## src/rtl/ddsdac_pkg.sv

```systemverilog
// Package for the DDS sine sigma-delta DAC: types, register codes, reset values
// and the half-period sine level table.
// Depends on nothing; every other file of the block but ddsdac_ram uses it.
package ddsdac_pkg;

	// Fixed field widths.
	localparam int LEVEL_W        = 8;
	localparam int STEP_W         = 16;
	localparam int HOLD_W         = 10;
	localparam int FS_W           = 8;
	localparam int INTEG_W        = 10;
	localparam int TABLE_DEPTH    = 256;
	localparam int TABLE_IDX_W    = $clog2(TABLE_DEPTH);
	localparam int PHASE_BITS_DEF = 16;

	// Configuration port.
	localparam int CFG_IDX_W  = 2;
	localparam int CFG_DATA_W = 16;

	localparam logic [CFG_IDX_W-1:0] REG_PHASE_STEP   = 2'd0;
	localparam logic [CFG_IDX_W-1:0] REG_HOLD_TICKS   = 2'd1;
	localparam logic [CFG_IDX_W-1:0] REG_CHIRP_ENABLE = 2'd2;
	localparam logic [CFG_IDX_W-1:0] REG_FULL_SCALE   = 2'd3;

	// Reset values.
	localparam logic [STEP_W-1:0]  STEP_RESET       = STEP_W'(200 * 49);
	localparam logic [HOLD_W-1:0]  HOLD_RESET       = HOLD_W'(200);
	localparam logic [FS_W-1:0]    FULL_SCALE_RESET = FS_W'(255);
	localparam logic [LEVEL_W-1:0] MID_LEVEL        = LEVEL_W'(128);

	// The phase RAM holds a single live entry at address zero.
	localparam int PHASE_RAM_DEPTH = 2;
	localparam int PHASE_RAM_AW    = $clog2(PHASE_RAM_DEPTH);

	// Magnitudes of the first half of the sine period; the second half is negated.
	localparam logic [6:0] SINE_HALF [TABLE_DEPTH/2] = '{
		7'd0,   7'd3,   7'd6,   7'd9,   7'd12,  7'd15,  7'd18,  7'd21,
		7'd24,  7'd27,  7'd30,  7'd33,  7'd36,  7'd39,  7'd42,  7'd45,
		7'd48,  7'd51,  7'd54,  7'd57,  7'd59,  7'd62,  7'd65,  7'd67,
		7'd70,  7'd73,  7'd75,  7'd78,  7'd80,  7'd82,  7'd85,  7'd87,
		7'd89,  7'd91,  7'd94,  7'd96,  7'd98,  7'd100, 7'd102, 7'd103,
		7'd105, 7'd107, 7'd108, 7'd110, 7'd112, 7'd113, 7'd114, 7'd116,
		7'd117, 7'd118, 7'd119, 7'd120, 7'd121, 7'd122, 7'd123, 7'd123,
		7'd124, 7'd125, 7'd125, 7'd126, 7'd126, 7'd126, 7'd126, 7'd126,
		7'd127, 7'd126, 7'd126, 7'd126, 7'd126, 7'd126, 7'd125, 7'd125,
		7'd124, 7'd123, 7'd123, 7'd122, 7'd121, 7'd120, 7'd119, 7'd118,
		7'd117, 7'd116, 7'd114, 7'd113, 7'd112, 7'd110, 7'd108, 7'd107,
		7'd105, 7'd103, 7'd102, 7'd100, 7'd98,  7'd96,  7'd94,  7'd91,
		7'd89,  7'd87,  7'd85,  7'd82,  7'd80,  7'd78,  7'd75,  7'd73,
		7'd70,  7'd67,  7'd65,  7'd62,  7'd59,  7'd57,  7'd54,  7'd51,
		7'd48,  7'd45,  7'd42,  7'd39,  7'd36,  7'd33,  7'd30,  7'd27,
		7'd24,  7'd21,  7'd18,  7'd15,  7'd12,  7'd9,   7'd6,   7'd3
	};

	// Target level for a table index: mid level plus the signed sine value.
	function automatic logic [LEVEL_W-1:0] sine_level(input logic [TABLE_IDX_W-1:0] idx);
		logic [LEVEL_W-1:0] mag;
		mag = {1'b0, SINE_HALF[idx[TABLE_IDX_W-2:0]]};
		return idx[TABLE_IDX_W-1] ? (MID_LEVEL - mag) : (MID_LEVEL + mag);
	endfunction

	// One configuration write.
	typedef struct packed {
		logic                  we;
		logic [CFG_IDX_W-1:0]  index;
		logic [CFG_DATA_W-1:0] data;
	} cfg_wr_t;

	// What the DDS stage hands to the modulator for one tick.
	typedef struct packed {
		logic               new_sample;
		logic [LEVEL_W-1:0] target;
	} dds_out_t;

	// One result word.
	typedef struct packed {
		logic               dac_bit;
		logic               new_sample;
		logic [LEVEL_W-1:0] target_level;
	} result_t;

endpackage

```

## src/rtl/ddsdac_if.sv

```systemverilog
// Handshake channels of the DDS sine sigma-delta DAC: tick words in, result words out.
// Depends on ddsdac_pkg for the level width.
interface ddsdac_tick_if;
	logic valid;
	logic ready;
	logic run;

	modport source (output valid, output run, input ready);
	modport sink (input valid, input run, output ready);
endinterface

interface ddsdac_result_if;
	logic                              valid;
	logic                              ready;
	logic                              dac_bit;
	logic                              new_sample;
	logic [ddsdac_pkg::LEVEL_W-1:0]    target_level;

	modport source (output valid, output dac_bit, output new_sample, output target_level,
		input ready);
	modport sink (input valid, input dac_bit, input new_sample, input target_level,
		output ready);
endinterface

```

## src/rtl/ddsdac_ram.sv

```systemverilog
// Generic single-port-write, single-port-read RAM with a registered read.
// Depends on nothing.
module ddsdac_ram #(
	parameter int WIDTH = 16,
	parameter int DEPTH = 2,
	parameter int AW    = $clog2(DEPTH)
) (
	input  logic             clk,
	input  logic             we,
	input  logic [AW-1:0]    waddr,
	input  logic [WIDTH-1:0] wdata,
	input  logic             re,
	input  logic [AW-1:0]    raddr,
	output logic [WIDTH-1:0] rdata
);

	logic [WIDTH-1:0] mem_q [DEPTH];

	// Write port.
	always_ff @(posedge clk) begin
		if (we) begin
			mem_q[waddr] <= wdata;
		end
	end

	// Registered read; returns the contents before a write at the same edge.
	always_ff @(posedge clk) begin
		if (re) begin
			rdata <= mem_q[raddr];
		end
	end

endmodule

```

## src/rtl/ddsdac_dds.sv

```systemverilog
// DDS front end: phase accumulator kept in a RAM with write-back forwarding,
// step and hold counters, and the sine level lookup. Depends on ddsdac_pkg, ddsdac_ram.
module ddsdac_dds #(
	parameter int PHASE_BITS = ddsdac_pkg::PHASE_BITS_DEF
) (
	input  logic                 clk,
	input  logic                 arst_n,
	input  ddsdac_pkg::cfg_wr_t  cfg,
	input  logic                 tick_go,
	output ddsdac_pkg::dds_out_t dds
);

	localparam int AW = ddsdac_pkg::PHASE_RAM_AW;

	logic [ddsdac_pkg::HOLD_W-1:0]  hold_ticks_q;
	logic                           chirp_q;
	logic [ddsdac_pkg::STEP_W-1:0]  current_step_q;
	logic [ddsdac_pkg::HOLD_W-1:0]  hold_count_q;
	logic [ddsdac_pkg::LEVEL_W-1:0] target_q;
	logic                           phase_valid_q;
	logic                           fwd_hit_q;
	logic [PHASE_BITS-1:0]          fwd_q;

	logic [PHASE_BITS-1:0]          phase_rd;
	logic [PHASE_BITS-1:0]          phase_cur;
	logic [PHASE_BITS-1:0]          phase_next;
	logic                           fetch;
	logic [ddsdac_pkg::LEVEL_W-1:0] level;

	// Phase store: one entry, read every cycle, written back on each fetch.
	ddsdac_ram #(
		.WIDTH (PHASE_BITS),
		.DEPTH (ddsdac_pkg::PHASE_RAM_DEPTH)
	) u_phase_ram (
		.clk   (clk),
		.we    (fetch),
		.waddr (AW'(0)),
		.wdata (phase_next),
		.re    (1'b1),
		.raddr (AW'(0)),
		.rdata (phase_rd)
	);

	// The registered RAM read does not yet show the word just written, so the last written word is forwarded.
	// Before the first write the entry reads as zero.
	assign phase_cur  = fwd_hit_q ? fwd_q : (phase_valid_q ? phase_rd : '0);
	assign phase_next = phase_cur + PHASE_BITS'(current_step_q);
	assign fetch      = tick_go && (hold_count_q == '0);
	assign level      = ddsdac_pkg::sine_level(
		phase_cur[PHASE_BITS-1 -: ddsdac_pkg::TABLE_IDX_W]);

	assign dds.new_sample = fetch;
	assign dds.target     = fetch ? level : target_q;

	// Forwarding register and valid mark for the phase entry.
	always_ff @(posedge clk or negedge arst_n) begin
		if (!arst_n) begin
			fwd_hit_q     <= 1'b0;
			phase_valid_q <= 1'b0;
		end else begin
			fwd_hit_q <= fetch;
			if (fetch) begin
				phase_valid_q <= 1'b1;
			end
		end
	end

	always_ff @(posedge clk) begin
		if (fetch) begin
			fwd_q <= phase_next;
		end
	end

	// Configuration registers, step, hold count and held target.
	always_ff @(posedge clk or negedge arst_n) begin
		if (!arst_n) begin
			hold_ticks_q   <= ddsdac_pkg::HOLD_RESET;
			chirp_q        <= 1'b0;
			current_step_q <= ddsdac_pkg::STEP_RESET;
			hold_count_q   <= '0;
			target_q       <= ddsdac_pkg::MID_LEVEL;
		end else begin
			if (cfg.we) begin
				case (cfg.index)
					ddsdac_pkg::REG_PHASE_STEP: begin
						current_step_q <= cfg.data[ddsdac_pkg::STEP_W-1:0];
					end
					ddsdac_pkg::REG_HOLD_TICKS: begin
						hold_ticks_q <= cfg.data[ddsdac_pkg::HOLD_W-1:0];
					end
					ddsdac_pkg::REG_CHIRP_ENABLE: begin
						chirp_q <= cfg.data[0];
					end
					default: begin
					end
				endcase
			end
			if (fetch) begin
				target_q     <= level;
				hold_count_q <= (hold_ticks_q == '0) ? '0 : hold_ticks_q - 1'b1;
				if (chirp_q) begin
					current_step_q <= current_step_q + 1'b1;
				end
			end else if (tick_go) begin
				hold_count_q <= hold_count_q - 1'b1;
			end
		end
	end

	// A fetch always leaves the forwarding path armed for the next cycle.
	a_fetch_forwards: assert property (@(posedge clk) disable iff (!arst_n)
		fetch |=> fwd_hit_q && phase_valid_q)
		else $error("phase write-back not forwarded");

	// A running tick between fetches counts the hold down by one.
	a_hold_counts: assert property (@(posedge clk) disable iff (!arst_n)
		tick_go && (hold_count_q != '0) |=> hold_count_q == $past(hold_count_q) - 1'b1)
		else $error("hold count did not step");

	// The step changes only at a fetch or a step register write.
	a_step_stable: assert property (@(posedge clk) disable iff (!arst_n)
		!fetch && !(cfg.we && cfg.index == ddsdac_pkg::REG_PHASE_STEP)
		|=> $stable(current_step_q))
		else $error("phase step changed without a fetch");

endmodule

```

## src/rtl/ddsdac_mod.sv

```systemverilog
// First-order sigma-delta modulator: saturating integrator and one-bit feedback.
// Depends on ddsdac_pkg.
module ddsdac_mod (
	input  logic                 clk,
	input  logic                 arst_n,
	input  ddsdac_pkg::cfg_wr_t  cfg,
	input  logic                 tick_go,
	input  ddsdac_pkg::dds_out_t dds,
	output logic                 dac_bit
);

	localparam int SUM_W = ddsdac_pkg::INTEG_W + 1;
	localparam logic signed [SUM_W-1:0] SAT_MAX = SUM_W'((1 << (ddsdac_pkg::INTEG_W - 1)) - 1);
	localparam logic signed [SUM_W-1:0] SAT_MIN = -SUM_W'(1 << (ddsdac_pkg::INTEG_W - 1));

	logic signed [ddsdac_pkg::INTEG_W-1:0] integ_q;
	logic                                  fb_q;
	logic [ddsdac_pkg::FS_W-1:0]           full_scale_q;
	logic signed [SUM_W-1:0]               sum;
	logic signed [SUM_W-1:0]               sum_sat;
	logic [ddsdac_pkg::FS_W-1:0]           fb_val;

	// Integrator update: add the target, subtract the feedback, clamp to range.
	always_comb begin
		fb_val = fb_q ? full_scale_q : '0;
		sum    = SUM_W'(integ_q)
			+ $signed(SUM_W'(dds.target))
			- $signed(SUM_W'(fb_val));
		if (sum > SAT_MAX) begin
			sum_sat = SAT_MAX;
		end else if (sum < SAT_MIN) begin
			sum_sat = SAT_MIN;
		end else begin
			sum_sat = sum;
		end
	end

	assign dac_bit = tick_go ? (sum_sat > 0) : fb_q;

	// Loop state and the full-scale register.
	always_ff @(posedge clk or negedge arst_n) begin
		if (!arst_n) begin
			integ_q      <= '0;
			fb_q         <= 1'b0;
			full_scale_q <= ddsdac_pkg::FULL_SCALE_RESET;
		end else begin
			if (cfg.we && cfg.index == ddsdac_pkg::REG_FULL_SCALE) begin
				full_scale_q <= cfg.data[ddsdac_pkg::FS_W-1:0];
			end
			if (tick_go) begin
				integ_q <= sum_sat[ddsdac_pkg::INTEG_W-1:0];
				fb_q    <= (sum_sat > 0);
			end
		end
	end

endmodule

```

## src/rtl/ddsdac_outbuf.sv

```systemverilog
// Two-entry output buffer (output register plus skid word) for result words.
// Depends on ddsdac_pkg.
module ddsdac_outbuf (
	input  logic                clk,
	input  logic                arst_n,
	input  logic                push,
	input  ddsdac_pkg::result_t din,
	output logic                can_push,
	output logic                out_valid,
	input  logic                out_ready,
	output ddsdac_pkg::result_t dout
);

	logic                ov_q;
	logic                sv_q;
	ddsdac_pkg::result_t o_q;
	ddsdac_pkg::result_t s_q;
	logic                head_free;

	assign head_free = !ov_q || out_ready;
	assign can_push  = !sv_q;
	assign out_valid = ov_q;
	assign dout      = o_q;

	// Valid flags.
	always_ff @(posedge clk or negedge arst_n) begin
		if (!arst_n) begin
			ov_q <= 1'b0;
			sv_q <= 1'b0;
		end else if (head_free) begin
			ov_q <= sv_q || push;
			sv_q <= 1'b0;
		end else if (push) begin
			sv_q <= 1'b1;
		end
	end

	// Data words: the head refills from the skid word first.
	always_ff @(posedge clk) begin
		if (head_free) begin
			if (sv_q) begin
				o_q <= s_q;
			end else if (push) begin
				o_q <= din;
			end
		end else if (push) begin
			s_q <= din;
		end
	end

	// The skid word is only ever occupied behind a waiting head word.
	a_skid_behind_head: assert property (@(posedge clk) disable iff (!arst_n)
		sv_q |-> ov_q)
		else $error("skid word held without a head word");

	// A waiting head word that is not taken stays in place.
	a_head_holds: assert property (@(posedge clk) disable iff (!arst_n)
		ov_q && !out_ready |=> ov_q && $stable(o_q))
		else $error("head word lost while stalled");

	// Nothing is pushed into a full buffer.
	a_no_overflow: assert property (@(posedge clk) disable iff (!arst_n)
		push |-> !sv_q)
		else $error("push into full output buffer");

endmodule

```

## src/rtl/dds_sine_sigma_delta_dac_unit.sv

```systemverilog
// Sine-driven first-order sigma-delta DAC: each tick word yields one result word
// with the modulator bit, the new-sample mark and the target level in use. The block
// takes one tick per clock cycle, back to back; each result is registered, and a
// stalled output is absorbed by a one-word skid stage, so input stalls only after
// two results wait. The phase accumulator lives in a one-entry RAM with registered
// read; the word written at a fetch is forwarded to the next cycle, which sets the
// critical path: forwarding select, sine table lookup, then the integrator add and
// clamp. No clearing pass is needed after reset. The user must write configuration
// through cfg_we, cfg_index and cfg_data only while idle; the block does not check.
// Depends on ddsdac_pkg, ddsdac_if, ddsdac_dds, ddsdac_mod and ddsdac_outbuf.
module dds_sine_sigma_delta_dac_unit #(
	parameter int PHASE_BITS = ddsdac_pkg::PHASE_BITS_DEF
) (
	input  logic                              clk,
	input  logic                              arst_n,
	input  logic                              cfg_we,
	input  logic [ddsdac_pkg::CFG_IDX_W-1:0]  cfg_index,
	input  logic [ddsdac_pkg::CFG_DATA_W-1:0] cfg_data,
	ddsdac_tick_if.sink                       tick,
	ddsdac_result_if.source                   result
);

	ddsdac_pkg::cfg_wr_t  cfg;
	ddsdac_pkg::dds_out_t dds;
	ddsdac_pkg::result_t  res_in;
	ddsdac_pkg::result_t  res_out;
	logic                 accept;
	logic                 tick_go;
	logic                 dac_bit;
	logic                 can_push;

	assign cfg.we    = cfg_we;
	assign cfg.index = cfg_index;
	assign cfg.data  = cfg_data;

	// A tick word is taken whenever the output buffer has room.
	assign tick.ready = can_push;
	assign accept     = tick.valid && can_push;
	assign tick_go    = accept && tick.run;

	// Phase, step and target level.
	ddsdac_dds #(
		.PHASE_BITS (PHASE_BITS)
	) u_dds (
		.clk     (clk),
		.arst_n  (arst_n),
		.cfg     (cfg),
		.tick_go (tick_go),
		.dds     (dds)
	);

	// Sigma-delta loop.
	ddsdac_mod u_mod (
		.clk     (clk),
		.arst_n  (arst_n),
		.cfg     (cfg),
		.tick_go (tick_go),
		.dds     (dds),
		.dac_bit (dac_bit)
	);

	// Result word for this tick.
	assign res_in.dac_bit      = dac_bit;
	assign res_in.new_sample   = dds.new_sample;
	assign res_in.target_level = dds.target;

	ddsdac_outbuf u_outbuf (
		.clk       (clk),
		.arst_n    (arst_n),
		.push      (accept),
		.din       (res_in),
		.can_push  (can_push),
		.out_valid (result.valid),
		.out_ready (result.ready),
		.dout      (res_out)
	);

	assign result.dac_bit      = res_out.dac_bit;
	assign result.new_sample   = res_out.new_sample;
	assign result.target_level = res_out.target_level;

endmodule
```

## src/flat_wrapper.sv

```systemverilog
// flat-port wrapper written by rule: the top's interface ports become plain ports
module dds_sine_sigma_delta_dac_unit_flat 
#(
	parameter int PHASE_BITS = ddsdac_pkg::PHASE_BITS_DEF
)
  (clk, arst_n, cfg_we, cfg_index, cfg_data, tick_valid, tick_run, tick_ready, result_valid, result_dac_bit, result_new_sample, result_target_level, result_ready);
  ddsdac_tick_if tick_i ();
  ddsdac_result_if result_i ();
  input  logic clk;
  input  logic arst_n;
  input  logic cfg_we;
  input  logic [ddsdac_pkg::CFG_IDX_W-1:0] cfg_index;
  input  logic [ddsdac_pkg::CFG_DATA_W-1:0] cfg_data;
  input wire logic [$bits(tick_i.valid)-1:0] tick_valid;
  input wire logic [$bits(tick_i.run)-1:0] tick_run;
  output wire logic [$bits(tick_i.ready)-1:0] tick_ready;
  output wire logic [$bits(result_i.valid)-1:0] result_valid;
  output wire logic [$bits(result_i.dac_bit)-1:0] result_dac_bit;
  output wire logic [$bits(result_i.new_sample)-1:0] result_new_sample;
  output wire logic [$bits(result_i.target_level)-1:0] result_target_level;
  input wire logic [$bits(result_i.ready)-1:0] result_ready;
  assign tick_i.valid = tick_valid;
  assign tick_i.run = tick_run;
  assign tick_ready = tick_i.ready;
  assign result_valid = result_i.valid;
  assign result_dac_bit = result_i.dac_bit;
  assign result_new_sample = result_i.new_sample;
  assign result_target_level = result_i.target_level;
  assign result_i.ready = result_ready;
  dds_sine_sigma_delta_dac_unit #(.PHASE_BITS(PHASE_BITS)) u_core (.clk(clk), .arst_n(arst_n), .cfg_we(cfg_we), .cfg_index(cfg_index), .cfg_data(cfg_data), .tick(tick_i), .result(result_i));
endmodule
```

## config.mk

```make
export PLATFORM = sky130hd
export DESIGN_NAME = dds_sine_sigma_delta_dac_unit_flat
export DESIGN_NICKNAME = d
export VERILOG_FILES = /design/src/rtl/ddsdac_pkg.sv /design/src/rtl/ddsdac_if.sv /design/src/rtl/ddsdac_ram.sv /design/src/rtl/ddsdac_dds.sv /design/src/rtl/ddsdac_mod.sv /design/src/rtl/ddsdac_outbuf.sv /design/src/rtl/dds_sine_sigma_delta_dac_unit.sv /design/src/flat_wrapper.sv
export SDC_FILE = /design/constraint.sdc
export NUM_CORES = 1
export LEC_CHECK = 0
export BUFFER_PORTS_ARGS = -buffer_cell sky130_fd_sc_hd__buf_2
export CAP_MARGIN = 20
export CORE_MARGIN = 2
export CORE_UTILIZATION = 57
export CTS_CLUSTER_DIAMETER = 120
export DETAILED_ROUTE_END_ITERATION = 10
export GPL_ROUTABILITY_DRIVEN = 0
export PLACE_DENSITY = 0.77
export SKIP_LAST_GASP = 1
export SLEW_MARGIN = 20
export SYNTH_ARGS = -nofsm -noshare
export SYNTH_HDL_FRONTEND = slang
export SYNTH_HIERARCHICAL = 1
export SYNTH_SLANG_ARGS = --single-unit
```

## constraint.sdc

```tcl
create_clock -name clk -period 6 [get_ports clk]
set_input_delay 0.6 -clock clk [delete_from_list [all_inputs] [get_ports clk]]
set_output_delay 0.6 -clock clk [all_outputs]
set_load 0.02 [all_outputs]
```

Yosys cells after proc, flatten, opt, wreduce, memory -nomap -nowiden
Memory sizes are Yosys's and may differ from the RTL's. A register that Yosys moved wholly into a read port is not among the register bits.
Cells that the tools add are included.
{ "word_totals": {"register_bits": 104, "latch_bits": 0, "ramBits": 32, "romBits": 896, "inputBits": 24, "output_inout_bits": 12, "elab_cells": 79, "memories": 2} }
{ "classes": {"add_sub_neg": 8, "n_mul": 0, "div": 0, "magnitude_cmp": 4, "n_eq_ne": 3, "shift": 0, "mux": 23, "bitwise_logic": 2, "reduce_logical": 18} }
{ "mem_list": {"columns": ["memory", "depth", "word_bits", "rd", "rd_ports_with_merged_regs", "wr", "line_no", "rtl"], "rows": [
  ["(name not given)", 128, 7, 1, 0, 0, "ddsdac_pkg.sv:58", "mag = {1'b0, SINE_HALF[idx[TABLE_IDX_W-2:0]]};"],
  ["u_core.u_dds.u_phase_ram.mem_q", 2, 16, 1, 1, 1, "ddsdac_ram.sv:17", "logic [WIDTH-1:0] mem_q [DEPTH];"]
]} }
{ "op_table": {"columns": ["op", "n"], "rows": [
  ["$mux W16", 6],
  ["$mux W10", 5],
  ["$mux W8", 3],
  ["$mux W11", 2],
  ["$logic_not A10 Y1", 2],
  ["$sub A10 B1 Y10 const B", 2],
  ["$add A16 B1 Y16 const B", 1],
  ["$add A16 B16 Y16", 1],
  ["$mux W7", 2],
  ["$add A10 B9 Y11", 1],
  ["$gt A11 B1 Y1 const B", 1],
  ["$gt A11 B10 Y1 const B", 1],
  ["$lt A11 B10 Y1 const B", 1],
  ["$sub A11 B9 Y11", 1],
  ["$add A8 B7 Y8 const A", 1],
  ["$ge A8 B8 Y1 const B", 1],
  ["$not A7 Y8", 1],
  ["$reduce_and A2 Y1", 4],
  ["$sub A8 B7 Y8 const A", 1],
  ["$reduce_bool A2 Y1", 3],
  ["$mux W1", 5],
  ["$eq A2 B2 Y1 const B", 2],
  ["$logic_and A1 B1 Y1", 4],
  ["$eq A2 B1 Y1 const B", 1],
  ["4 further kinds", 6]
]} }

Depth between registers and ports, before layout
Gate-level depths: netlist of the first run.
{ "depth": {"depth_word": 18, "mapped_depth": 30, "mapped_depth_nobuf": 26} }

Hierarchy
The synthesis of the first run kept the hierarchy.
{ "modules_own_cells": {"columns": ["mod", "instances", "cells_per_inst", "area_per_inst_um2", "seq_area_each_um2"], "rows": [
  ["ddsdac_dds", 1, 609, 5292.6, 1667.8],
  ["ddsdac_ram", 1, 68, 1702.9, 1441.4],
  ["ddsdac_mod", 1, 164, 1560.2, 485.5],
  ["ddsdac_outbuf", 1, 41, 840.8, 650.6],
  ["dds_sine_sigma_delta_dac_unit", 1, 2, 12.5, 0.0]
]} }

Least setup slack after synthesis of the first run
Ideal clock, no wire load.
{ "synth_path": {"path_kind": "reg2reg", "from": "register u_core.u_dds.phase_valid_q", "to": "register u_core.u_outbuf.o_q (netlist bit u_core/u_outbuf/dout[9]), data pin", "setup_ns": 0.260, "arrival_time_ns": 5.540, "t_required_ns": 5.740, "path_slack_ns": 0.200, "stages_incl_launch_ff": 27, "path_buffers": 3, "synth_period_minus_slack_ns": 5.800, "path_cell_list": "dfrtp_1 > buf_2 > nand2_1 > o21ai_1 > buf_2 > inv_1 > ha_1 > nor3_1 > nor2_1 > o2111a_1 > a2111o_1 > nor3_2 > a21oi_1 > xnor2_1 > o21ai_1 > inv_1 > fa_1 > inv_1 > ha_1 > and2_4 > a311oi_2 > nand2_2 > a31o_1 > clkbuf_1 > mux2i_1 > a31oi_1 > mux2_4"} }
{ "synth_rtl": {"columns": ["item", "line_no", "rtl"], "rows": [
  ["start: declaration", "ddsdac_dds.sv:20", "logic phase_valid_q;"],
  ["start signal: assignment", "ddsdac_dds.sv:59", "phase_valid_q <= 1'b0;"],
  ["start signal: assignment", "ddsdac_dds.sv:63", "phase_valid_q <= 1'b1;"],
  ["end signal: assignment", "ddsdac_outbuf.sv:42", "o_q <= s_q;"],
  ["end signal: assignment", "ddsdac_outbuf.sv:44", "o_q <= din;"],
  ["end: declaration", "ddsdac_outbuf.sv:16", "ddsdac_pkg::result_t o_q;"]
]} }

==> results.md, run 1 <==
- Cell taking the most area after synthesis: edfxtp_1
- First-pass GRT wire length: between 30,000 and 40,000 microns
- Initial antenna violation count: 0
- Reg-to-reg slack, setup: ~0.13 ns
- Routed via count: ~7,400
- Family with the most delay on the worst path: compound AO/OA/AOI/OAI gates
- Sequential share of the synthesized area: 0.451
- Global Route Usage Sum: 0.250
- Synth Area in Simple Gates: 0.143
- Reg clk slew, reported paths: ~0.060 ns
- Layout Utilization: 0.667
- Fraction of the mapped netlist area in adder cells: 0.0642
- Compound-gate portion of the synthesized area: 0.192
- Multi-input gate area: approximately 5000 sq um
- Placed cell count: 1,144
- Hold Path Class: input pin to async pin
- Post-route DRC: 0
- Net count, final: between 1,000 and 1,500
- Non-filler cells, final: between 1,000 and 1,500
- Num rows: between 40 and 50
- Flops & latches, synth: 152
- Tot Pwr: just under 5 mW
- H-tree Lvls: 4
- Clock Tree Root: clkbuf_16
- XOR/XNOR share of the synthesized area: 0.0344
- FF+latch area: between 4000 and 5000 sq um
- CP max stage cell: fa_1
- Area of the mapped netlist: roughly 9400 sq um
- Fin crit period: 5.87 ns
- DR iter-0 viols: roughly 770
- Lkg Pwr: 4.25 nW
- Synth async-reset ratio: 0.447
- N_diodes: 0
- Num CTS Buffers: 17
- Clock buffer depth: 2
- Core Area: 16,000 sq um
- Worst Path Buf+Inv: 5
- Final Slew Violations: 0
- WP data arrival: about 6.0 ns
- Routed Antenna Nets: 0
- Hold slack: approximately 0.36 ns
- Die height: 132 microns
- Slew Limit Headroom: 0.371
- Number of flops mapped to enable cells by yosys: 84
- Post-detail-place hpwl: about 15,000 microns
- Area delta synth->final: 13.5%
- Hold Vio Cnt, Final: 0
- Clock Latency Late Sink: between 0.4 and 0.5 ns
- Top_reg_cell synth: edfxtp_1
- F_max: approximately 0.17 GHz
- WL per Instance: ~18 microns
- Layout cells sized above 1: 0.232
- Pin count of the biggest net entering global routing: between 60 and 70
- CP Launch Type: register
- Main combinational cell family by area after synthesis: compound AO/OA/AOI/OAI gates
- Fin crit share: 0.978
- Yosys warns: 6
- Drt first pass iters: 6
- Post-synthesis cell count: 884
- CTS Sinks: 152
- Worst slew pin tran: about 0.94 ns
- CP peak stage delay: around 0.54 ns
- Post-Route WL: 21,900 microns
- Drt via density: between 6 and 7
- Synth top area cells: edfxtp_1 (27%), dfrtp_1 (14%), dfstp_2 (4.7%), ha_1 (4.4%), mux2_2 (3.2%)
- Crit path max fanout: 9
- Die ar.: about 18,000 sq um
- Power Dens Cells: 455 nW/um^2
- Setup Skew: 0.00728 ns
- Post-synthesis cell type count: 100
- Ports: 36
- Worst IR Drop VDD: between 200 and 300 uV
- Kind of critical path: register to register
- Die width: approximately 130 microns
- Top-area cell type share of the netlist area: 0.268
- CP Data Required Time: just over 6 ns
- Initial Util: 0.588
- CTS tree: yes
- Vias in the first global route: approximately 7,000
- RSZ-0062 raised after global routing: true
- Total gr overflow: 0
- Filler instances: 1,255
- Synthesized area per cell: roughly 11 sq um
- TNS Setup: 0 ns
- Status: finished clean
- Mux contribution to synthesized area: 0.0658
- IO buf count: 35
- Maxcap violations: 0
- Most numerous cell on the critical path: inv_1
- CP Capture Type: register
- Final setup viols: 0
## flip-flops by register name, summed over array words and instances, names as in the netlist, 8 cells and up
name	cells
u_core/u_dds/target_q	8
u_core/u_mod/integ_q	10
u_core/u_mod/full_scale_q	8
u_core/u_dds/u_phase_ram/rdata	16
u_core/u_outbuf/dout	10
u_core/u_dds/hold_count_q	10
u_core/u_dds/fwd_q	16
u_core/u_dds/hold_ticks_q	10
u_core/u_dds/current_step_q	16
u_core/u_dds/u_phase_ram/mem_q	32
u_core/u_outbuf/s_q	10
## cell type report
class,instances,area share
clock buffers,18,0.0402
flip-flops and latches,152,0.398
clock inverters,14,0.0123
repair buffers,75,0.0449
well taps,216,0.0253
multi-input cells,653,0.459
inverters,57,0.0205
## timing repair
action / 4_1_cts / 5_1_grt
hold buffers: 0 / 0
setup buffers: 0 / 9
gates resized for setup: 1 / 36
pin swaps: 0 / 7
setup endpoints to repair: 1 / 11
## stage by stage
stage	worst slack, ns	area [sq um]
floorplan	0.200	9470
global placement	0.133	9900
detailed placement	-0.0371	9900
CTS	0.0173	10500
global route	-0.171	10700
finish	0.133	10700
## synthesized netlist by cell type (6+ instances only)
cell and n:
a211oi_1 12, a21o_1 9, a21oi_1 60, a22o_1 11, a31oi_1 12, and2_1 19
and3_1 8, buf_2 17, buf_6 6, clkbuf_1 9, dfrtp_1 51, dfstp_2 17
edfxtp_1 84, fa_1 9, ha_1 33, inv_1 54, mux2_2 27, mux2_4 19
nand2_1 54, nand3_1 23, nor2_1 56, nor3_1 21, nor4_1 6, o211ai_1 15
o21a_1 7, o21ai_0 30, o21ai_1 12, o22ai_1 13, or3_1 8, xnor2_1 26
xor2_1 11
## where the power goes
group,switching [mW],internal (mW),total [mW]
Combinational,1.37,0.975,2.35
Sequential,0.136,1.36,1.49
Clock,0.415,0.606,1.02
Total,1.92,2.94,4.86
## layout by cell type (no fill, tap or decap), drive strengths merged, types with 17 or more instances in the layout
cell / count
edfxtp: 84
xnor2: 26
mux2: 46
inv: 59
conb: 19
dfrtp: 51
nor2: 59
buf: 75
a21oi: 61
nand3: 24
o21ai: 42
nor3: 24
and2: 20
clkbuf: 18
nand2: 58
ha: 33
dfstp: 17
## final timing paths
path / startpoint / cells after the start / endpoint
setup reg to reg: u_core/u_dds/fwd_hit_q$_DFF_PN0_ / 25 / u_core/u_outbuf/dout[9]$_DFFE_PP_
min in group clk: cfg_data[12] / 3 / u_core/u_dds/current_step_q[12]$_DFF_PN0_
max in group asynchronous: arst_n / 2 / u_core/u_dds/fwd_hit_q$_DFF_PN0_
setup / recovery: u_core/u_dds/fwd_hit_q$_DFF_PN0_ / 25 / u_core/u_outbuf/dout[9]$_DFFE_PP_
hold reg to reg: u_core/u_dds/target_q[4]$_DFF_PN0_ / 2 / u_core/u_dds/target_q[4]$_DFF_PN0_
hold / removal: arst_n / 2 / u_core/u_outbuf/out_valid$_DFFE_PN0P_
## metal layers
metal  global-route usage  up-vias  routed length [microns]  share of wire
met5                    0        -                        0              0
met3               0.0544       83                     1690          0.077
li1                     -     3463                        -              -
met4                0.118        0                      804          0.037
met1                0.343     3515                     9440           0.43
met2                0.382      363                     9990           0.46
## kinds of logic (layout without fill, tap and decap cells)
logic type      count (synthesis)  after routing
other cells                     2             19
simple gates                  247            247
flops                         152            152
xor+xnor                       37             37
buf+inv                        96            164
mux                            49             49
compound gates                258            258
fa+ha+maj                      43             43
(Power assumes the default switching activity.)
==> inputs of run 2 (changes only) <==
ABC_AREA = 1   (was default)
==> results.md, run 2 <==
- CP max stage cell: fa_1
- Die ar.: 17,800 sq um (+1.2%)
- Top_reg_cell synth: edfxtp_1
- Initial antenna violation count: 0 (unchanged)
- Most common cell after layout, fill and taps aside: nand2_1
- Max reg flops: 32 (unchanged)
- Main combinational cell family by area after synthesis: simple AND/OR/NAND/NOR gates
- Routed via count: 7,803 (+5.1%)
- Hold slack: 0.378 ns (+0.0171 ns)
- Synth top area cells: edfxtp_1 (26%), nand2_1 (13%), dfrtp_1 (13%), nand3_1 (6.0%), inv_1 (5.5%)
- Tot Pwr: 4.06 mW (-16%)
- Commonest non-fill, non-tap cells in the layout: nand2_1 (341), inv_1 (139), nand3_1 (115), edfxtp_1 (84), nor2_1 (58)
- Drt via density: 5.44 (-13%)
- Total gr overflow: 0 (unchanged)
- CTS Sinks: 152 (unchanged)
- Fin crit share: 0.919 (-0.0585)
- Die width: 133 microns (+0.58%)
- Num rows: 47 (+2.2%)
- Die height: 133 microns (+0.58%)
- Final Slew Violations: 0 (unchanged)
- Core Area: 16,500 sq um (+2.9%)
- Filler instances: 1,397 (+11%)
- Worst slack, placed: 0.507 ns (+0.544 ns)
- RSZ-0062 raised after global routing: false
- Synth async-reset ratio: 0.447 (unchanged)
- WL per Instance: 15.0 microns (-19%)
- Clock buffer depth: 2 (unchanged)
- Setup Buffers After CTS: 0 (unchanged)
- Top-area cell type share of the netlist area: 0.265 (-0.00321)
- CP Capture Type: register
- CTS tree: yes
- Worst slew pin tran: 1.00 ns (+0.0607 ns)
- Post-synthesis cell type count: 50 (-50%)
- Flops & latches, synth: 152 (unchanged)
- Cell taking the most area after synthesis: edfxtp_1
- Most flop-heavy register: u_core/u_dds/u_phase_ram/mem_q
- Routed Antenna Nets: 0 (unchanged)
- Ports: 36 (unchanged)
- Post-detail-place hpwl: 15,600 microns (+1.3%)
- CP peak stage delay: 0.53 ns (about the same)
- Most numerous cell on the critical path: nand2_1
- Multi-input gate area: 4540 sq um (-7.5%)
- Area of the mapped netlist: 9520 sq um (+1.2%)
- Vias in the first global route: 7,261 (+3.6%)
- Clock Latency Late Sink: 0.43 ns (about the same)
- WP data arrival: 5.71 ns (-0.33 ns)
- Hold Path Class: input pin to async pin
- Global Route Usage Sum: 0.252 (+0.00169)
- Post-Route WL: 21,500 microns (-1.8%)
- Top-count cell post-synth: nand2_1
- Lkg Pwr: 5.04 nW (+19%)
- Layout cells sized above 1: 0.143 (-0.0897)
- Final setup viols: 0 (unchanged)
- Reg2Reg Depth: 38 (+52%)
- Mux contribution to synthesized area: 0.0154 (-0.0505)
- H-tree Lvls: 4 (unchanged)
- First-pass GRT wire length: 35,400 microns (+1.1%)
- Crit path max fanout: 11 (+2)
- Sequential share of the synthesized area: 0.446 (-0.00539)
- Setup Skew: 0.00982 ns (+0.00254 ns)
- Number of flops mapped to enable cells by yosys: 84 (unchanged)
- DR iter-0 viols: 880 (+15%)
- Pin count of the biggest net entering global routing: 69 (unchanged)
- Area delta synth->final: 10.2%
- Post-synthesis cell count: 1,149 (+30%)
- N_diodes: 0 (unchanged)
- Fraction of the mapped netlist area in adder cells: 0.0623 (-0.00195)
- Maxcap violations: 0 (unchanged)
- Slew Limit Headroom: 0.330 (-0.0412)
- Hold Vio Cnt, Final: 0 (unchanged)
- Yosys warns: 6 (unchanged)
- CP Launch Type: register
- FF+latch area: 4250 sq um (unchanged)
- Reg clk slew, reported paths: 0.07 ns (about the same)
- Layout Utilization: 0.637 (-0.0300)
- Compound-gate portion of the synthesized area: 0.0744 (-0.117)
- Num CTS Buffers: 17 (unchanged)
- Net count, final: 1,267 (+24%)
- Initial Util: 0.578 (-0.00971)
- Power Dens Cells: 387 nW/um^2 (-15%)
- F_max: 0.181 GHz (+6.4%)
- Synthesized area per cell: 8.29 sq um (-22%)
- Synth top cells by count: nand2_1 (341), inv_1 (139), nand3_1 (115), edfxtp_1 (84), nor2_1 (59)
- Post-route DRC: 0 (unchanged)
- Clock Tree Root: clkbuf_16
- Status: finished clean
- Kind of critical path: register to register
- TNS Setup: 0 ns (unchanged)
- XOR/XNOR share of the synthesized area: 0.0377 (+0.00327)
- Drt first pass iters: 5 (-1)
- Synth Area in Simple Gates: 0.279 (+0.136)
- IO buf count: 35 (unchanged)
- CP Data Required Time: 6.19 ns (+0.02 ns)
- Worst IR Drop VDD: 293 uV (+5.2%)
- Setup WS post-layout: 0.484 ns (+0.351 ns)
- Fin crit period: 5.52 ns (-0.351 ns)
[run 2: path summary, 6_finish.rpt]
check	startpoint	end	slack [ns]
setup / recovery	u_core/u_dds/fwd_hit_q$_DFF_PN0_	u_core/u_outbuf/dout[9]$_DFFE_PP_	0.48
hold / removal	arst_n	u_core/u_outbuf/sv_q$_DFFE_PN0P_	0.38
setup reg to reg	u_core/u_dds/fwd_hit_q$_DFF_PN0_	u_core/u_outbuf/dout[9]$_DFFE_PP_	0.48
hold reg to reg	u_core/u_dds/hold_ticks_q[0]$_DFFE_PN0P_	u_core/u_dds/hold_ticks_q[0]$_DFFE_PN0P_	0.51
max in group asynchronous	arst_n	u_core/u_dds/fwd_hit_q$_DFF_PN0_	4.98
min in group clk	cfg_data[7]	u_core/u_mod/full_scale_q[7]$_DFFE_PN1P_	0.42
[run 2: kinds of logic (layout without fill, tap and decap cells)]
| group | after synthesis | in the layout |
|---|---|---|
| buffers and inverters | 182 | 230 |
| adders and majority gates | 42 | 42 |
| muxes | 13 | 13 |
| DFF | 152 | 152 |
| and+or+nand+nor | 596 | 596 |
| xor gates and xnor gates | 41 | 41 |
| other | 2 | 19 |
| AOI/OAI and AO/OA | 121 | 121 |
[run 2: cell type report]
cell class,instances,area share
clock buffer,19,0.0412
clock inverter,13,0.0170
inverter,154,0.0556
multi-input combinational,832,0.432
sequential,152,0.405
tap,220,0.0262
timing repair buffer,44,0.0231
[run 2: layer usage]
metal	vias up	share of wire	GRT usage
met5	-	0	0
met3	37	0.068	0.0498
met2	306	0.46	0.384
met4	0	0.021	0.0792
met1	3634	0.45	0.367
li1	3826	-	-
[run 2: critical path: cells and delay by family, from the launching register on]
| kind | cells | cell delay [ns] |
|---|---|---|
| and+or+nand+nor | 28 | 2.69 |
| adders and majority gates | 4 | 1.42 |
| buffers and inverters | 5 | 0.50 |
| DFF | 1 | 0.46 |
| AOI/OAI and AO/OA | 1 | 0.19 |
[run 2: what timing repair did]
action	4_1_cts	5_1_grt
hold endpoints to repair	0	0
hold buffers	0	0
setup endpoints to repair	0	1
resized for setup	0	1
[run 2: power breakdown]
group	switching, mW	leakage [nW]	internal (mW)
clock	0.417	0.294	0.693
sequential	0.0923	1.56	1.27
combinational	1.03	3.19	0.562
[run 2: metrics by stage]
stage,cells,instance area [sq um]
4_1_cts,1434,10500
2_1_floorplan,1166,9590
3_3_place_gp,1402,9880
5_1_grt,1434,10500
3_5_place_dp,1402,9880
6_report,1434,10500
